`src/hw/rtl/rdde_pkg.sv`:
```
// Shared types, constants and helper functions of the raster draw engine.
// Used by every module of the block but rdde_ram; depends on nothing else.
package rdde_pkg;

    // Screen geometry and the frame store address space.
    localparam int SCREEN_W = 320;
    localparam int SCREEN_H = 240;
    localparam int PIX_N    = SCREEN_W * SCREEN_H;
    localparam int ADDR_W   = $clog2(PIX_N);

    // Field and internal widths.
    localparam int OP_W    = 4;
    localparam int FLD_W   = 12;
    localparam int RAD_W   = 10;
    localparam int COLOR_W = 16;
    localparam int CRD_W   = 16;
    localparam int ERR_W   = 19;
    localparam int FRAC_W  = 16;
    localparam int DIVN_W  = FLD_W + FRAC_W;
    localparam int QX_W    = 32;
    localparam int SQ_W    = 2 * RAD_W;
    localparam int PART_W  = 3;

    typedef logic signed [CRD_W-1:0] crd_t;
    typedef logic [ADDR_W-1:0]       addr_t;
    typedef logic [COLOR_W-1:0]      color_t;
    typedef logic signed [QX_W-1:0]  qx_t;

    // Command codes carried in tuser.
    typedef enum logic [OP_W-1:0] {
        OP_PIXEL      = 4'd0,
        OP_RECT       = 4'd1,
        OP_SCREEN     = 4'd2,
        OP_CIRCLE     = 4'd3,
        OP_LINE       = 4'd4,
        OP_ROUND_LINE = 4'd5,
        OP_ROUND_FILL = 4'd6,
        OP_TRIANGLE   = 4'd7,
        OP_READ       = 4'd8
    } op_t;

    // Last part index of the multi-part commands.
    localparam logic [PART_W-1:0] ROUND_LINE_LAST = 3'd3;
    localparam logic [PART_W-1:0] ROUND_FILL_LAST = 3'd5;

    // Drawing primitive that one command part maps to.
    typedef enum logic [2:0] {
        PR_NONE,
        PR_PIXEL,
        PR_BOX,
        PR_DISC,
        PR_LINE,
        PR_TRI,
        PR_READ
    } prim_t;

    // One latched command item.
    typedef struct packed {
        logic [OP_W-1:0]    op;
        logic [FLD_W-1:0]   x_a;
        logic [FLD_W-1:0]   y_a;
        logic [FLD_W-1:0]   x_b;
        logic [FLD_W-1:0]   y_b;
        logic [FLD_W-1:0]   x_c;
        logic [FLD_W-1:0]   y_c;
        logic [FLD_W-1:0]   size_w;
        logic [FLD_W-1:0]   size_h;
        logic [RAD_W-1:0]   radius;
        logic [COLOR_W-1:0] color;
    } draw_cmd_t;

    // Datapath operations issued by the controller.
    typedef enum logic [4:0] {
        DC_NONE,
        DC_CLEAR_STEP,
        DC_LOAD,
        DC_SETUP,
        DC_INIT,
        DC_NEXT_PART,
        DC_PIXEL,
        DC_BOX_ROW,
        DC_SPAN_STEP,
        DC_DISC_SKIP,
        DC_ROOT_INIT,
        DC_ROOT_STEP,
        DC_DISC_SPAN,
        DC_LINE_STEP,
        DC_TRI_ROW,
        DC_TRI_SKIP,
        DC_DIV_START,
        DC_TRI_MUL,
        DC_TRI_ACC,
        DC_TRI_SPAN,
        DC_TRI_SKIP_ROW,
        DC_READ,
        DC_READ_CAP
    } dp_cmd_t;

    // Datapath status seen by the controller.
    typedef struct packed {
        prim_t prim;
        logic  last_part;
        logic  clr_last;
        logic  box_more;
        logic  span_more;
        logic  disc_more;
        logic  disc_on;
        logic  root_done;
        logic  line_end;
        logic  tri_more;
        logic  edges_done;
        logic  edge_cov;
        logic  edge_flat;
        logic  tri_n2;
        logic  div_busy;
    } dp_stat_t;

    // Controller states.
    typedef enum logic [4:0] {
        ST_CLEAR,
        ST_IDLE,
        ST_SETUP,
        ST_INIT,
        ST_PIXEL,
        ST_BOX_ROW,
        ST_SPAN,
        ST_DISC_ROW,
        ST_ROOT,
        ST_LINE,
        ST_TRI_ROW,
        ST_TRI_EDGE,
        ST_TRI_DIV,
        ST_TRI_ACC,
        ST_READ,
        ST_READ_WAIT,
        ST_NEXT,
        ST_DONE
    } state_t;

    // Sign-extend a 12-bit field to coordinate width.
    function automatic crd_t sx_fld(input logic [FLD_W-1:0] v);
        return crd_t'($signed(v));
    endfunction

    function automatic crd_t cmax(input crd_t a, input crd_t b);
        return (a > b) ? a : b;
    endfunction

    function automatic crd_t cmin(input crd_t a, input crd_t b);
        return (a < b) ? a : b;
    endfunction

    function automatic logic on_screen(input crd_t x, input crd_t y);
        return (x >= 0) && (y >= 0) && (x < crd_t'(SCREEN_W)) && (y < crd_t'(SCREEN_H));
    endfunction

    // Linear frame store address; only valid for on-screen points.
    function automatic addr_t pix_addr(input crd_t x, input crd_t y);
        return addr_t'(y) * addr_t'(SCREEN_W) + addr_t'(x);
    endfunction

    // True when row y lies between the edge end rows ay and by, both inclusive.
    function automatic logic covers(input crd_t ay, input crd_t by, input crd_t y);
        return ((ay <= y) && (y <= by)) || ((by <= y) && (y <= ay));
    endfunction

endpackage

```
`src/hw/rtl/rdde_ctrl.sv`:
```
// Controller state machine of the draw engine: sequences the datapath per command.
// Depends on rdde_pkg.
module rdde_ctrl
    import rdde_pkg::*;
(
    input  logic     aclk,
    input  logic     aresetn,
    input  logic     s_valid,
    output logic     s_ready,
    input  logic     out_free,
    output logic     out_load,
    input  dp_stat_t stat,
    output dp_cmd_t  cmd
);

    state_t state_reg, state_next;

    always_ff @(posedge aclk) begin
        if (!aresetn) begin
            state_reg <= ST_CLEAR;
        end else begin
            state_reg <= state_next;
        end
    end

    // Next state and datapath commands.
    always_comb begin
        state_next = state_reg;
        cmd        = DC_NONE;
        s_ready    = 1'b0;
        out_load   = 1'b0;
        case (state_reg)
            ST_CLEAR: begin
                cmd = DC_CLEAR_STEP;
                if (stat.clr_last) begin
                    state_next = ST_IDLE;
                end
            end
            ST_IDLE: begin
                s_ready = 1'b1;
                if (s_valid) begin
                    cmd        = DC_LOAD;
                    state_next = ST_SETUP;
                end
            end
            ST_SETUP: begin
                cmd        = DC_SETUP;
                state_next = ST_INIT;
            end
            ST_INIT: begin
                cmd = DC_INIT;
                case (stat.prim)
                    PR_PIXEL: state_next = ST_PIXEL;
                    PR_BOX:   state_next = ST_BOX_ROW;
                    PR_DISC:  state_next = ST_DISC_ROW;
                    PR_LINE:  state_next = ST_LINE;
                    PR_TRI:   state_next = ST_TRI_ROW;
                    PR_READ:  state_next = ST_READ;
                    default:  state_next = ST_NEXT;
                endcase
            end
            ST_PIXEL: begin
                cmd        = DC_PIXEL;
                state_next = ST_NEXT;
            end
            ST_BOX_ROW: begin
                if (stat.box_more) begin
                    cmd        = DC_BOX_ROW;
                    state_next = ST_SPAN;
                end else begin
                    state_next = ST_NEXT;
                end
            end
            ST_SPAN: begin
                // Write one pixel a cycle, then return to the row loop of the shape.
                if (stat.span_more) begin
                    cmd = DC_SPAN_STEP;
                end else begin
                    case (stat.prim)
                        PR_DISC: state_next = ST_DISC_ROW;
                        PR_TRI:  state_next = ST_TRI_ROW;
                        default: state_next = ST_BOX_ROW;
                    endcase
                end
            end
            ST_DISC_ROW: begin
                if (!stat.disc_more) begin
                    state_next = ST_NEXT;
                end else if (!stat.disc_on) begin
                    cmd = DC_DISC_SKIP;
                end else begin
                    cmd        = DC_ROOT_INIT;
                    state_next = ST_ROOT;
                end
            end
            ST_ROOT: begin
                if (stat.root_done) begin
                    cmd        = DC_DISC_SPAN;
                    state_next = ST_SPAN;
                end else begin
                    cmd = DC_ROOT_STEP;
                end
            end
            ST_LINE: begin
                cmd = DC_LINE_STEP;
                if (stat.line_end) begin
                    state_next = ST_NEXT;
                end
            end
            ST_TRI_ROW: begin
                if (stat.tri_more) begin
                    cmd        = DC_TRI_ROW;
                    state_next = ST_TRI_EDGE;
                end else begin
                    state_next = ST_NEXT;
                end
            end
            ST_TRI_EDGE: begin
                if (stat.edges_done) begin
                    if (stat.tri_n2) begin
                        cmd        = DC_TRI_SPAN;
                        state_next = ST_SPAN;
                    end else begin
                        cmd        = DC_TRI_SKIP_ROW;
                        state_next = ST_TRI_ROW;
                    end
                end else if (!stat.edge_cov) begin
                    cmd = DC_TRI_SKIP;
                end else if (stat.edge_flat) begin
                    cmd = DC_TRI_ACC;
                end else begin
                    cmd        = DC_DIV_START;
                    state_next = ST_TRI_DIV;
                end
            end
            ST_TRI_DIV: begin
                if (!stat.div_busy) begin
                    cmd        = DC_TRI_MUL;
                    state_next = ST_TRI_ACC;
                end
            end
            ST_TRI_ACC: begin
                cmd        = DC_TRI_ACC;
                state_next = ST_TRI_EDGE;
            end
            ST_READ: begin
                cmd        = DC_READ;
                state_next = ST_READ_WAIT;
            end
            ST_READ_WAIT: begin
                cmd        = DC_READ_CAP;
                state_next = ST_NEXT;
            end
            ST_NEXT: begin
                if (stat.last_part) begin
                    state_next = ST_DONE;
                end else begin
                    cmd        = DC_NEXT_PART;
                    state_next = ST_SETUP;
                end
            end
            ST_DONE: begin
                if (out_free) begin
                    out_load   = 1'b1;
                    state_next = ST_IDLE;
                end
            end
            default: begin
                state_next = ST_IDLE;
            end
        endcase
    end

endmodule

```
`config.mk`:
```
export PLATFORM = sky130hd
export DESIGN_NAME = rdde_ctrl
export DESIGN_NICKNAME = d
export VERILOG_FILES = /design/src/hw/rtl/rdde_pkg.sv /design/src/hw/rtl/rdde_ctrl.sv
export SDC_FILE = /design/constraint.sdc
export NUM_CORES = 1
export LEC_CHECK = 0
export ABC_AREA = 1
export ABC_CLOCK_PERIOD_IN_PS = 1950
export BUFFER_PORTS_ARGS = -buffer_cell sky130_fd_sc_hd__buf_2
export CELL_PAD_IN_SITES_DETAIL_PLACEMENT = 1
export CELL_PAD_IN_SITES_GLOBAL_PLACEMENT = 1
export CORE_MARGIN = 1.5
export CORE_UTILIZATION = 33
export DETAILED_ROUTE_END_ITERATION = 6
export HOLD_SLACK_MARGIN = 0.02
export PLACE_DENSITY = 0.87
export SLEW_MARGIN = 20
export SYNTH_ARGS = -nofsm -noshare
export SYNTH_HDL_FRONTEND = slang
export SYNTH_SLANG_ARGS = --single-unit
```
`constraint.sdc`:
```
create_clock -name aclk -period 1.95 [get_ports aclk]
set_clock_uncertainty 0.2 [all_clocks]
set_input_delay 0.195 -clock aclk [delete_from_list [all_inputs] [get_ports aclk]]
set_output_delay 0.195 -clock aclk [all_outputs]
set_load 0.05 [all_outputs]
```
==> results.toml <==
[detailed_routing]
drtIter0Drc = 121
post_drt_wl_per_cell_um = 18.71
drt_drc_violations_left = 0
avgViaCountPerCell = 5.691
wirelength_um = 5874
ant_nets = 0
num_vias = 1787
dr.pass1.iters = 5

[place]
dp_hpwl_um = 3566
port_buffers = 27
gp_congestion = 0.9269
pre_cts_ws_ps = 21.45
place_area_sq_um = 1384

[floorplanning]
die-area_sq_um = 3512
die_width_um = 59.27
die_h_um = 59.27
rows = 20
initial_core_util_pct = 34.50
pin_count = 28
core_sq_um = 3028

[layout]
seqCellArea_sq_um = 116.4
final_nets = 292
largest_register_ffs = 5
n_antenna_cell = 0
syn_to_final_growth_pct = 58.68
multi_input_area_sq_um = 937.1
layout_common_cells = "nand2_1 (63), nor2_1 (27), inv_1 (27)"
layout_commonest_cell = "nand2_1"
fillerInstances = 456
final_cell_area_sq_um = 1658
drive_gt1_share_pct = 41.11

[synth]
yosys_warnings = 0
netlist_instances = 214
muxShareOfSynthArea_pct = 0
ys_seq_area_share_pct = 9.581
yosys.area_share.simple_pct = 69.58
yosys.cell_types.count = 23
syn_area_sq_um = 1045
synth_fa_ha_area_share_pct = 0
synthXorXnorAreaFrac_pct = 0
ys_seq_elements = 5
synth_top_family_by_area = "simple AND/OR/NAND/NOR gates"
syn_nets = 235
synth_compound_area_share_pct = 6.946
synth_area_per_cell_sq_um = 4.882

[timing]
holdWs_ps = 224.3
tightest_slew_ps = 301.6
setup_viol = 5
grt_setup_unrepaired = "yes"
final-max-slew-violation-count = 0
relSlewSlack_pct = 79.85
fmax_mhz = 486.0
setup_slack_ps = -107.5
min_period_over_period_pct = 105.5
hold_violations = 0
period_minus_slack_ps = 2058

[critical_path]
setup.worst_path.start_class = "register"
end_kind = "output pin"
required_ps = 1550
cp.arrival_ps = 1660
critPathKind = "register to output pin"
cp_max_fo = 5

[clock_tree]
cts_sinks = 5
numCtsBuffers = 3
tritoncts = "done"
clk_path_buf_depth = 2
clk_pin_slew_worst_paths_ps = 40
cts_htree_levels = 1
clk_latency_ps = 240
ctsRootBufferMaster = "clkbuf_4"

[global_routing]
grt_usage_pct = 28.64
antenna_found_initial = 0
grt_overflow = 0
grt_pass1_wl_um = 7555
grt_pass1_vias = 1624
grt_start_max_net_pins = 8

[pwr]
netSwitchingFraction_pct = 56.87
ir_drop_mv = 0.5245
p_int_uw = 686.9
p_comb_share_pct = 81.4
p_leak_uw = 0.0009632
powerDensity_nw_per_um2 = 960.5
p_seq_share_pct = 11.0
clkPwrFrac_pct = 7.6
p_sw_uw = 905.5

[outcome]
failed_checks = "setup timing"
status = "finished, violations left"

[flow_run]
maxCapViolCount = 0

[min_path]
hold_path.class = "input port to register"
-- power by group through the flow --
stage          registers, uW  logic, uW  clock network, uW
6_report                 175       1300                122
3_5_place_dp             162        957                  0
4_1_cts                  166       1120                125
5_1_grt                  180       1360                131
2_1_floorplan            146        676                  0
3_3_place_gp             159        940                  0
-- cell type report --
class,count,share of cell area [%]
Clock buffer,4,1.585
Timing Repair Buffer,53,22.94
Tap cell,44,3.321
Multi-Input combinational cell,172,56.53
Inverter,36,8.604
Sequential cell,5,7.019
-- path summary, 6_finish.rpt --
path,depth (start not counted),slack (ps),endpoint,start
min,6,220,state_reg[4],out_free
max reg2reg,11,-40,state_reg[0],state_reg[1]
max,8,-110,cmd[3],state_reg[1]
min reg2reg,2,340,state_reg[1],state_reg[1]
-- cell usage after synthesis --
cell type	n	share of area, %
a21oi_1	5	2.4
nand3_2	3	2.9
nand2_2	4	2.4
or2_2	1	0.60
nor2_4	3	3.2
nor3b_1	1	0.72
a22oi_1	1	0.72
nand3_1	23	11
nand2_1	71	26
inv_2	6	2.2
o21ai_0	5	2.4
inv_1	29	10
dfxtp_1	5	9.6
a31oi_1	1	0.60
nand4_1	6	3.6
buf_4	1	0.72
nor4_1	3	1.8
nor2_2	6	3.6
nor3_1	2	0.96
nand3b_1	1	0.72
o2111ai_1	1	0.84
inv_4	1	0.60
nor2_1	35	13
-- critical path, stage by stage (launching register included) --
cell,delay (ps)
dfxtp_4,360
buf_12,140
nand2_1,190
inv_1,100
nand3_2,80
nand2_1,100
nor3_1,180
nand2_1,110
buf_6,170
-- metal layers --
metal | GRT usage (%) | part of all wire (%) | up-vias
met2 | 47.88 | 48 | 113
met4 | 12.34 | 4.1 | 0
met5 | 0 | 0 | -
li1 | - | - | 794
met1 | 36.28 | 42 | 850
met3 | 4.148 | 6.0 | 30
-- kinds of logic (layout without fill, tap and decap cells) --
family,after synthesis,in the layout
and+or+nand+nor,159,159
buffers and inverters,37,93
AOI/OAI and AO/OA,13,13
DFF,5,5
-- metrics by stage --
step	std cells	setup TNS, ps	total power [uW]	utilization (%)
after detailed placement	300	0	1120	45.70
final	314	-435.9	1592	54.75
after global placement	300	0	1099	45.70
after CTS	310	-147.0	1408	51.03
after global routing	314	-932.2	1673	54.75
after floorplan	214	-46.65	822.7	-
-- timing repair --
item                                    4_1_cts  5_1_grt
gates resized for setup                      29       25
pin swaps                                     5       11
buffers inserted                              5        4
endpoints found under the hold margin         1        0
hold buffers                                  1        0
endpoints found under the setup margin        6        9
gates cloned                                  0        0
No activity file was read; power rests on OpenSTA's default activity.
